### config.mk
export PLATFORM = sky130hd
export DESIGN_NAME = keyed_accumulate_table
export DESIGN_NICKNAME = d
export VERILOG_FILES = /design/src/rtl/kat_pkg.sv /design/src/rtl/kat_ram.sv /design/src/rtl/kat_dp.sv /design/src/rtl/kat_ctrl.sv /design/src/rtl/keyed_accumulate_table.sv
export SDC_FILE = /design/constraint.sdc
export NUM_CORES = 2
export LEC_CHECK = 0
export BUFFER_PORTS_ARGS = -buffer_cell sky130_fd_sc_hd__buf_4
export CAP_MARGIN = 20
export CORE_MARGIN = 2
export CORE_UTILIZATION = 55
export CTS_BUF_LIST = sky130_fd_sc_hd__clkbuf_2 sky130_fd_sc_hd__clkbuf_4 sky130_fd_sc_hd__clkbuf_8
export CTS_CLUSTER_SIZE = 24
export DETAILED_ROUTE_END_ITERATION = 6
export PLACE_DENSITY_LB_ADDON = 0.1
export SLEW_MARGIN = 20
export SYNTH_ARGS = -nofsm -noshare
export SYNTH_HDL_FRONTEND = slang
export SYNTH_SLANG_ARGS = --single-unit
### constraint.sdc
create_clock -name clk -period 13.4 [get_ports clk]
set_clock_uncertainty 0.2 [all_clocks]
set_input_delay 0 -clock clk [delete_from_list [all_inputs] [get_ports clk]]
set_output_delay 0 -clock clk [all_outputs]
set_load 0.05 [all_outputs]
### src/rtl/kat_pkg.sv
// Shared types, sizes and codes for the keyed accumulate table.
`timescale 1ns / 1ps

package kat_pkg;

  // Table size and derived widths
  localparam int CAPACITY = 16;
  localparam int IDX_W    = (CAPACITY > 1) ? $clog2(CAPACITY) : 1;
  localparam int CNT_W    = $clog2(CAPACITY + 1);

  // Field widths
  localparam int OP_W     = 2;
  localparam int KEY_W    = 64;
  localparam int KIND_W   = 64;
  localparam int AMT_W    = 32;
  localparam int STATUS_W = 3;
  localparam int POS_W    = 6;
  localparam int COUNT_W  = 7;

  // Stream widths
  localparam int IN_DATA_W  = KEY_W + KIND_W + AMT_W;
  localparam int OUT_DATA_W = 112;

  // Operation selector
  typedef enum logic [OP_W-1:0] {
    OP_INSERT = 2'd0,
    OP_REMOVE = 2'd1,
    OP_SEARCH = 2'd2,
    OP_NONE   = 2'd3
  } op_e;

  // Result status
  typedef enum logic [STATUS_W-1:0] {
    ST_ACCUM    = 3'd0,
    ST_ADDED    = 3'd1,
    ST_FULL     = 3'd2,
    ST_REMOVED  = 3'd3,
    ST_NOTFOUND = 3'd4,
    ST_FOUND    = 3'd5
  } status_e;

  // One table entry as held in the RAM
  typedef struct packed {
    logic [KEY_W-1:0]         key;
    logic [KIND_W-1:0]        kind;
    logic signed [AMT_W-1:0]  amount;
  } entry_t;

  localparam int ENTRY_W = $bits(entry_t);

  // Commands from the controller to the datapath
  typedef struct packed {
    logic load;
    logic idx_inc;
    logic hit_accum;
    logic hit_remove;
    logic hit_search;
    logic miss_insert;
    logic miss_full;
    logic miss_none;
    logic shift_wr;
    logic fill_dec;
    logic out_load;
  } dp_cmd_t;

  // Status from the datapath to the controller
  typedef struct packed {
    op_e  op;
    logic key_hit;
    logic empty;
    logic full;
    logic more;
  } dp_sts_t;

endpackage

### src/rtl/kat_ram.sv
// Generic single-write, single-read RAM with registered read data.
`timescale 1ns / 1ps

module kat_ram #(
  parameter int WIDTH = 8,
  parameter int DEPTH = 16
) (
  input  logic                                     clk,
  input  logic                                     we,
  input  logic [((DEPTH > 1) ? $clog2(DEPTH) : 1)-1:0] waddr,
  input  logic [WIDTH-1:0]                         wdata,
  input  logic [((DEPTH > 1) ? $clog2(DEPTH) : 1)-1:0] raddr,
  output logic [WIDTH-1:0]                         rdata
);

  logic [WIDTH-1:0] mem [DEPTH];

  // Write one word, read one word per cycle
  always_ff @(posedge clk) begin
    if (we) begin
      mem[waddr] <= wdata;
    end
    rdata <= mem[raddr];
  end

endmodule

### src/rtl/kat_dp.sv
// Datapath: entry RAM, scan index, fill count, accumulate and result registers.
`timescale 1ns / 1ps

module kat_dp (
  input  logic                              clk,
  input  logic                              rst_n,
  input  logic [kat_pkg::OP_W-1:0]          in_op,
  input  logic [kat_pkg::KEY_W-1:0]         in_key,
  input  logic [kat_pkg::KIND_W-1:0]        in_kind,
  input  logic signed [kat_pkg::AMT_W-1:0]  in_amount,
  input  kat_pkg::dp_cmd_t                  cmd,
  output kat_pkg::dp_sts_t                  sts,
  output kat_pkg::status_e                  out_status,
  output logic [kat_pkg::POS_W-1:0]         out_position,
  output logic [kat_pkg::KIND_W-1:0]        out_found_kind,
  output logic signed [kat_pkg::AMT_W-1:0]  out_found_amount,
  output logic [kat_pkg::COUNT_W-1:0]       out_entry_count
);
  import kat_pkg::*;

  localparam logic signed [AMT_W-1:0] AMT_MAX = {1'b0, {(AMT_W-1){1'b1}}};
  localparam logic signed [AMT_W-1:0] AMT_MIN = {1'b1, {(AMT_W-1){1'b0}}};

  op_e                      op_r;
  logic [KEY_W-1:0]         key_r;
  logic [KIND_W-1:0]        kind_r;
  logic signed [AMT_W-1:0]  amt_r;
  logic [IDX_W-1:0]         idx_r, idx_nxt;
  logic [CNT_W-1:0]         fill_r, fill_nxt;

  status_e                  res_status_r;
  logic [POS_W-1:0]         res_pos_r;
  logic [KIND_W-1:0]        res_kind_r;
  logic signed [AMT_W-1:0]  res_amt_r;

  entry_t                   rd_entry;
  entry_t                   wr_entry;
  logic                     ram_we;
  logic [IDX_W-1:0]         ram_waddr;
  logic [IDX_W-1:0]         ram_wdata_unused_guard;
  logic [CNT_W-1:0]         idx_plus;
  logic signed [AMT_W:0]    sum;
  logic signed [AMT_W-1:0]  sat_sum;
  logic [POS_W-1:0]         idx_pos;

  kat_ram #(
    .WIDTH (ENTRY_W),
    .DEPTH (CAPACITY)
  ) u_ram (
    .clk   (clk),
    .we    (ram_we),
    .waddr (ram_waddr),
    .wdata (wr_entry),
    .raddr (idx_r),
    .rdata (rd_entry)
  );

  // Status toward the controller
  assign idx_plus    = CNT_W'(idx_r) + CNT_W'(1);
  assign sts.op      = op_r;
  assign sts.key_hit = (rd_entry.key == key_r);
  assign sts.empty   = (fill_r == '0);
  assign sts.full    = (fill_r == CNT_W'(CAPACITY));
  assign sts.more    = (idx_plus < fill_r);

  assign idx_pos = POS_W'(idx_r);

  // Saturating accumulate of the stored amount
  assign sum = {rd_entry.amount[AMT_W-1], rd_entry.amount} + {amt_r[AMT_W-1], amt_r};
  always_comb begin
    if (sum[AMT_W] != sum[AMT_W-1]) begin
      sat_sum = sum[AMT_W] ? AMT_MIN : AMT_MAX;
    end else begin
      sat_sum = sum[AMT_W-1:0];
    end
  end

  // Select the RAM write: accumulate in place, append, or shift down
  assign ram_wdata_unused_guard = idx_r - IDX_W'(1);
  always_comb begin
    ram_we    = cmd.hit_accum | cmd.miss_insert | cmd.shift_wr;
    ram_waddr = idx_r;
    wr_entry  = rd_entry;
    if (cmd.hit_accum) begin
      wr_entry.amount = sat_sum;
    end else if (cmd.miss_insert) begin
      ram_waddr       = fill_r[IDX_W-1:0];
      wr_entry.key    = key_r;
      wr_entry.kind   = kind_r;
      wr_entry.amount = amt_r;
    end else if (cmd.shift_wr) begin
      ram_waddr = ram_wdata_unused_guard;
    end
  end

  // Advance the scan index and fill count
  always_comb begin
    idx_nxt  = idx_r;
    fill_nxt = fill_r;
    if (cmd.load) begin
      idx_nxt = '0;
    end else if (cmd.idx_inc) begin
      idx_nxt = idx_r + IDX_W'(1);
    end
    if (cmd.miss_insert) begin
      fill_nxt = fill_r + CNT_W'(1);
    end else if (cmd.fill_dec) begin
      fill_nxt = fill_r - CNT_W'(1);
    end
  end

  always_ff @(posedge clk) begin
    if (!rst_n) begin
      idx_r  <= '0;
      fill_r <= '0;
    end else begin
      idx_r  <= idx_nxt;
      fill_r <= fill_nxt;
    end
  end

  // Hold the accepted item
  always_ff @(posedge clk) begin
    if (cmd.load) begin
      op_r   <= op_e'(in_op);
      key_r  <= in_key;
      kind_r <= in_kind;
      amt_r  <= in_amount;
    end
  end

  // Capture the result of the operation
  always_ff @(posedge clk) begin
    if (cmd.hit_accum) begin
      res_status_r <= ST_ACCUM;
      res_pos_r    <= idx_pos;
      res_kind_r   <= rd_entry.kind;
      res_amt_r    <= sat_sum;
    end else if (cmd.hit_remove) begin
      res_status_r <= ST_REMOVED;
      res_pos_r    <= idx_pos;
      res_kind_r   <= rd_entry.kind;
      res_amt_r    <= rd_entry.amount;
    end else if (cmd.hit_search) begin
      res_status_r <= ST_FOUND;
      res_pos_r    <= idx_pos;
      res_kind_r   <= rd_entry.kind;
      res_amt_r    <= rd_entry.amount;
    end else if (cmd.miss_insert) begin
      res_status_r <= ST_ADDED;
      res_pos_r    <= POS_W'(fill_r);
      res_kind_r   <= kind_r;
      res_amt_r    <= amt_r;
    end else if (cmd.miss_full || cmd.miss_none) begin
      res_status_r <= cmd.miss_full ? ST_FULL : ST_NOTFOUND;
      res_pos_r    <= '0;
      res_kind_r   <= '0;
      res_amt_r    <= '0;
    end
  end

  // Output register, loaded once the table update is complete
  always_ff @(posedge clk) begin
    if (cmd.out_load) begin
      out_status       <= res_status_r;
      out_position     <= res_pos_r;
      out_found_kind   <= res_kind_r;
      out_found_amount <= res_amt_r;
      out_entry_count  <= COUNT_W'(fill_r);
    end
  end

  // Fill count stays within the table
  a_fill_bound: assert property (@(posedge clk) disable iff (!rst_n)
    fill_r <= CNT_W'(CAPACITY))
    else $error("fill count exceeds capacity");

  // Never shrink an empty table
  a_dec_nonempty: assert property (@(posedge clk) disable iff (!rst_n)
    cmd.fill_dec |-> fill_r != '0)
    else $error("fill count decrement on empty table");

  // Never append to a full table
  a_insert_room: assert property (@(posedge clk) disable iff (!rst_n)
    cmd.miss_insert |-> fill_r < CNT_W'(CAPACITY))
    else $error("append on full table");

endmodule

### src/rtl/kat_ctrl.sv
// Controller: sequences search, update, shift and result transfer.
`timescale 1ns / 1ps

module kat_ctrl (
  input  logic              clk,
  input  logic              rst_n,
  input  logic              in_tvalid,
  output logic              in_tready,
  output logic              out_tvalid,
  input  logic              out_tready,
  input  kat_pkg::dp_sts_t  sts,
  output kat_pkg::dp_cmd_t  cmd
);
  import kat_pkg::*;

  typedef enum logic [6:0] {
    S_IDLE     = 7'b0000001,
    S_SCAN_RD  = 7'b0000010,
    S_SCAN_CMP = 7'b0000100,
    S_MISS     = 7'b0001000,
    S_SHIFT_RD = 7'b0010000,
    S_SHIFT_WR = 7'b0100000,
    S_FINISH   = 7'b1000000
  } state_t;

  state_t state_r, state_nxt;
  logic   out_valid_r, out_valid_nxt;

  assign in_tready  = (state_r == S_IDLE);
  assign out_tvalid = out_valid_r;

  // Next state and datapath commands
  always_comb begin
    state_nxt = state_r;
    cmd       = '0;
    case (state_r)
      S_IDLE: begin
        if (in_tvalid) begin
          cmd.load  = 1'b1;
          state_nxt = S_SCAN_RD;
        end
      end
      S_SCAN_RD: begin
        if (sts.op == OP_NONE || sts.empty) begin
          state_nxt = S_MISS;
        end else begin
          state_nxt = S_SCAN_CMP;
        end
      end
      S_SCAN_CMP: begin
        if (sts.key_hit) begin
          case (sts.op)
            OP_INSERT: begin
              cmd.hit_accum = 1'b1;
              state_nxt     = S_FINISH;
            end
            OP_REMOVE: begin
              cmd.hit_remove = 1'b1;
              if (sts.more) begin
                cmd.idx_inc = 1'b1;
                state_nxt   = S_SHIFT_RD;
              end else begin
                cmd.fill_dec = 1'b1;
                state_nxt    = S_FINISH;
              end
            end
            OP_SEARCH: begin
              cmd.hit_search = 1'b1;
              state_nxt      = S_FINISH;
            end
            default: begin
              state_nxt = S_MISS;
            end
          endcase
        end else if (sts.more) begin
          cmd.idx_inc = 1'b1;
          state_nxt   = S_SCAN_RD;
        end else begin
          state_nxt = S_MISS;
        end
      end
      S_MISS: begin
        if (sts.op == OP_INSERT) begin
          cmd.miss_full   = sts.full;
          cmd.miss_insert = !sts.full;
        end else begin
          cmd.miss_none = 1'b1;
        end
        state_nxt = S_FINISH;
      end
      S_SHIFT_RD: begin
        state_nxt = S_SHIFT_WR;
      end
      S_SHIFT_WR: begin
        cmd.shift_wr = 1'b1;
        if (sts.more) begin
          cmd.idx_inc = 1'b1;
          state_nxt   = S_SHIFT_RD;
        end else begin
          cmd.fill_dec = 1'b1;
          state_nxt    = S_FINISH;
        end
      end
      S_FINISH: begin
        if (!out_valid_r || out_tready) begin
          cmd.out_load = 1'b1;
          state_nxt    = S_IDLE;
        end
      end
      default: begin
        state_nxt = S_IDLE;
      end
    endcase
  end

  // Hold the result until its transfer
  always_comb begin
    out_valid_nxt = out_valid_r;
    if (cmd.out_load) begin
      out_valid_nxt = 1'b1;
    end else if (out_tready) begin
      out_valid_nxt = 1'b0;
    end
  end

  always_ff @(posedge clk) begin
    if (!rst_n) begin
      state_r     <= S_IDLE;
      out_valid_r <= 1'b0;
    end else begin
      state_r     <= state_nxt;
      out_valid_r <= out_valid_nxt;
    end
  end

  // An accepted item always starts with a read of the first entry
  a_accept_scan: assert property (@(posedge clk) disable iff (!rst_n)
    (in_tvalid && in_tready) |=> state_r == S_SCAN_RD)
    else $error("accepted item did not start the scan");

  // Every shift write follows its read
  a_shift_order: assert property (@(posedge clk) disable iff (!rst_n)
    state_r == S_SHIFT_WR |-> $past(state_r) == S_SHIFT_RD)
    else $error("shift write without preceding read");

  // A new result appears only out of the finish step
  a_result_src: assert property (@(posedge clk) disable iff (!rst_n)
    $rose(out_valid_r) |-> $past(state_r) == S_FINISH)
    else $error("result raised outside finish step");

endmodule

### src/rtl/keyed_accumulate_table.sv
// Sequence: after the input transfer the entries are read and compared in order, then on a
// remove each later entry is read and written one place down; a miss, empty table or unused op
// passes the miss step. One item at a time: a new input is taken only once the last result is
// loaded into the output register, which waits while an earlier result is still held.
// Reset: rst_n (synchronous, active low) empties the table; RAM contents are
// left as they are and never read beyond the fill count.
`timescale 1ns / 1ps

module keyed_accumulate_table (
  input  logic                               clk,
  input  logic                               rst_n,
  input  logic                               in_tvalid,
  output logic                               in_tready,
  input  logic [kat_pkg::IN_DATA_W-1:0]      in_tdata,   // key, kind, amount
  input  logic [kat_pkg::OP_W-1:0]           in_tuser,   // op
  output logic                               out_tvalid,
  input  logic                               out_tready,
  output logic [kat_pkg::OUT_DATA_W-1:0]     out_tdata,  // position, found_kind,
                                                         // found_amount, entry_count
  output logic [kat_pkg::STATUS_W-1:0]       out_tuser   // status
);
  import kat_pkg::*;

  dp_cmd_t                  cmd;
  dp_sts_t                  sts;
  status_e                  res_status;
  logic [POS_W-1:0]         res_position;
  logic [KIND_W-1:0]        res_kind;
  logic signed [AMT_W-1:0]  res_amount;
  logic [COUNT_W-1:0]       res_count;

  kat_ctrl u_ctrl (
    .clk        (clk),
    .rst_n      (rst_n),
    .in_tvalid  (in_tvalid),
    .in_tready  (in_tready),
    .out_tvalid (out_tvalid),
    .out_tready (out_tready),
    .sts        (sts),
    .cmd        (cmd)
  );

  kat_dp u_dp (
    .clk              (clk),
    .rst_n            (rst_n),
    .in_op            (in_tuser),
    .in_key           (in_tdata[KEY_W-1:0]),
    .in_kind          (in_tdata[KEY_W+KIND_W-1:KEY_W]),
    .in_amount        (in_tdata[IN_DATA_W-1:KEY_W+KIND_W]),
    .cmd              (cmd),
    .sts              (sts),
    .out_status       (res_status),
    .out_position     (res_position),
    .out_found_kind   (res_kind),
    .out_found_amount (res_amount),
    .out_entry_count  (res_count)
  );

  // Pack the result, lowest field first, zero-filled to whole bytes
  assign out_tdata = {(OUT_DATA_W - POS_W - KIND_W - AMT_W - COUNT_W)'(0),
                      res_count, res_amount, res_kind, res_position};
  assign out_tuser = res_status;

endmodule

==> reports/qor.yml <==
timing:
  hold_viol_final: 0
  slew_headroom_pct: 21.45
  fin_hold_ws_ns: 0.07832
  rsz0062_at_grt: "no"
  period_needed_ns: 7.631
  worstMarginPinSlew_ns: 1.178
  finalCritPeriodShare_pct: 56.95
  fmax_mhz: 131.1
  setup_viol: 0
  maxSlewViolCount: 0
  setup_tns_ns: 0
drt:
  wl_per_cell_um: 27.93
  post-route-drc-count: 0
  vias: 58322
  first_pass_iters: 5
  via_per_inst: 5.989
  antenna_left: 0
  drt-initial-drc-count: 5967
  wirelength_mm: 272.0
cts:
  clk_path_buf_depth: 4
  clock-sinks: 3112
  cts.htree.levels: 5
  clk_transition_reported_paths_ns: 0.06
  clk_latency_ns: 1.11
  cts_buffers: 492
  postCtsSetupBuffers: 0
  cts_root_buf: "clkbuf_8"
  cts_tree: "yes"
placed_design:
  io_buffers: 276
  dp_hpwl_mm: 140.5
  place_inst: 8404
  place.gp.congestion: 0.8323
synth:
  syn_area_um2: 117400
  synthMostInstantiatedCell: "edfxtp_1"
  ys.flop_type: "edfxtp_1"
  netlist.area_leader.share_pct: 74.94
  ys_ff_latch: 3112
  synth_common_cells: "2931 x edfxtp_1, 778 x mux4_2, 669 x nand2_1"
  synthArstFlopShare_pct: 0
  synth_top_cell_by_area: "edfxtp_1"
  synth_seq_area_share_pct: 78.03
  avgSynthCellArea_um2: 21.44
  synth.distinct_cells: 79
  netlist_top_cells_area: "edfxtp_1 75%, mux4_2 15%, dfxtp_1 3.1%, nand2_1 2.1%, xnor2_1 0.63%"
  synth_edf_count: 2931
  synth_warnings: 0
  synthesis.instances: 5479
global_routing:
  grt_pass1_vias: 60219
  top_usage_layer: "met2"
  use_met1_pct: 36.90
  use_met2_pct: 40.79
  grt_start_max_net_pins: 134
  track_usage_pct: 25.21
  antenna_found_initial: 7
  grt_util_met3_pct: 3.463
  overflow: 0
  grt_pass1_wl_mm: 401.4
flow_run:
  cap_violations: 0
outcome:
  status: "completed"
finish:
  final_util_pct: 64.81
  syn2layout_area_growth_pct: 17.04
  fin_nets: 6743
  instances_no_fill: 9738
  drive_gt1_share_pct: 28.49
power_and_ir_drop:
  cellInternalPower_w: 0.01519
  power_leakage_nw: 44.55
  pwr-share-comb_pct: 1.9
  power.density_nw_per_um2: 138.1
  power_switching_share_pct: 19.96
  pwr-share-seq_pct: 55.9
  irDropWorstVdd_uv: 119.2
  switchingPower_w: 0.003789
  clock_power_share_pct: 42.2
setup_path:
  critPathMaxFanout: 51
  end_kind: "register"
  cp.arrival_ns: 8.14
  required_ns: 13.91
  critPathLaunchType: "register"
  critical_path_class: "register to register"
floorplanning:
  ioPinCount: 283
  placementRows: 169
  die_w_um: 466.1
  die_h_um: 466.1
  fp.coreArea_um2: 212100
  dieArea_um2: 217200
  start_util_pct: 55.38
worst_hold_path:
  hp-class: "primary input to register"
==> per-stage QoR <==
step                instance area (um^2)  worst slack [ns]  total power, W
finish                            137500             5.769         0.01898
global placement                  123000             5.941         0.01107
detailed placement                123100             5.758         0.01107
CTS                               137400             5.712         0.01913
global route                      137500             5.592         0.01958
floorplan                         117500             3.348         0.01095
==> final timing paths <==
check | startpoint | endpoint | slack (ns) | cells past startpoint
worst max-delay path | u_dp.key_r[1] | u_dp.u_ram.mem[3][117] | 5.77 | 11
worst max register to register | u_dp.key_r[1] | u_dp.u_ram.mem[3][117] | 5.77 | 11
worst min-delay path | in_tdata[51] | u_dp.key_r[51] | 0.08 | 3
worst min register to register | u_dp.res_amt_r[29] | u_dp.out_found_amount[29] | 0.21 | 0
==> cells by family (layout without fill, tap and decap cells) <==
family / Yosys count / after routing / share of synthesized area (%)
AO/OA/AOI/OAI: 238 / 238 / 1.402
other: 1 / 13 / 0.003193
flip-flops: 3112 / 3112 / 78.03
buffers and inverters: 287 / 1713 / 0.9993
XOR/XNOR: 102 / 102 / 0.7607
AND/OR/NAND/NOR: 906 / 906 / 3.304
adder cells (fa/ha/maj): 47 / 47 / 0.5135
multiplexers: 786 / 786 / 14.99
==> state kept, by name, summed over array words and instances, names as in the netlist <==
name                   count
u_dp.res_kind_r           64
u_dp.out_status            3
u_dp.res_amt_r            32
u_ctrl.state_r             7
u_dp.out_position          5
u_dp.u_ram.mem          2560
u_dp.u_ram.rdata         160
u_dp.res_status_r          3
u_dp.out_found_amount     32
u_dp.res_pos_r             5
u_dp.idx_r                 4
u_dp.out_entry_count       5
u_dp.key_r                64
u_dp.fill_r                5
u_ctrl.out_tvalid          1
u_dp.amt_r                32
u_dp.out_found_kind       64
u_dp.op_r                  2
u_dp.kind_r               64
==> final cells by class <==
type / count / area, um^2
timing repair buffer: 814 / 7520
inverter: 25 / 101.3
multi-input combinational: 2085 / 24780
clock buffer: 721 / 8872
tap: 2821 / 3530
antenna: 7 / 17.52
clock inverter: 153 / 983.4
sequential: 3112 / 91650
fill: 14071 / 74630
==> what timing repair did <==
action,CTS,global route
endpoints found under the hold margin,450,0
resized for setup,0,0
hold buffers,453,0
==> layer usage <==
layer  wire [um]  vias to the layer above  share of wire [%]
met3       15650                      417                5.8
met1      117200                    31204                 43
met5           0                        -                  0
met2      133900                     2040                 49
li1            -                    24661                  -
met4        5263                        0                1.9
==> power by group through the flow <==
stage               Clock (W)  Sequential, W  Combinational (W)
floorplan                   0         0.0108           0.000143
global placement            0         0.0108           0.000258
detailed placement          0         0.0108           0.000258
CTS                   0.00816         0.0106           0.000362
global route          0.00858         0.0106           0.000390
finish                0.00801         0.0106           0.000366
==> worst max-delay path, cell delays in order (launching register included) <==
cell and delay (ns):
edfxtp_1 0.42, xnor2_1 0.22, nand4_1 0.21, nor4_1 0.79
nand4_1 0.98, nor4_2 1.11, a221oi_1 0.28, or2_4 0.37
nor2_4 0.10, buf_4 0.72, buf_4 0.92, buf_4 0.71
==> cell usage in the layout, fill, tap and decap left out, types with 5 or more instances in the layout <==
| cell | n |
|---|---|
| nor2b_1 | 26 |
| nand2_1 | 668 |
| ha_1 | 45 |
| o21ai_0 | 27 |
| or3_1 | 6 |
| edfxtp_1 | 2931 |
| clkbuf_4 | 168 |
| dfxtp_1 | 177 |
| nand4_1 | 60 |
| nor2_1 | 34 |
| inv_1 | 23 |
| a221o_1 | 9 |
| nor2_4 | 17 |
| dlygate4sd3_1 | 453 |
| and3_1 | 7 |
| diode_2 | 7 |
| conb_1 | 6 |
| mux4_2 | 778 |
| clkinv_2 | 49 |
| a21oi_1 | 51 |
| o21bai_1 | 7 |
| nand2b_1 | 13 |
| a31oi_1 | 23 |
| mux2i_1 | 5 |
| buf_12 | 22 |
| clkinv_1 | 87 |
| xnor2_1 | 84 |
| nor4_1 | 10 |
| clkbuf_8 | 553 |
| a21o_1 | 27 |
| bufinv_16 | 12 |
| xor2_1 | 18 |
| buf_4 | 339 |
| and2_1 | 8 |
| o21a_1 | 9 |
| nor3_1 | 12 |
| a211oi_1 | 33 |
| o211ai_1 | 10 |
| nand3_1 | 18 |
Note: power is estimated with default switching activity, not from simulation.
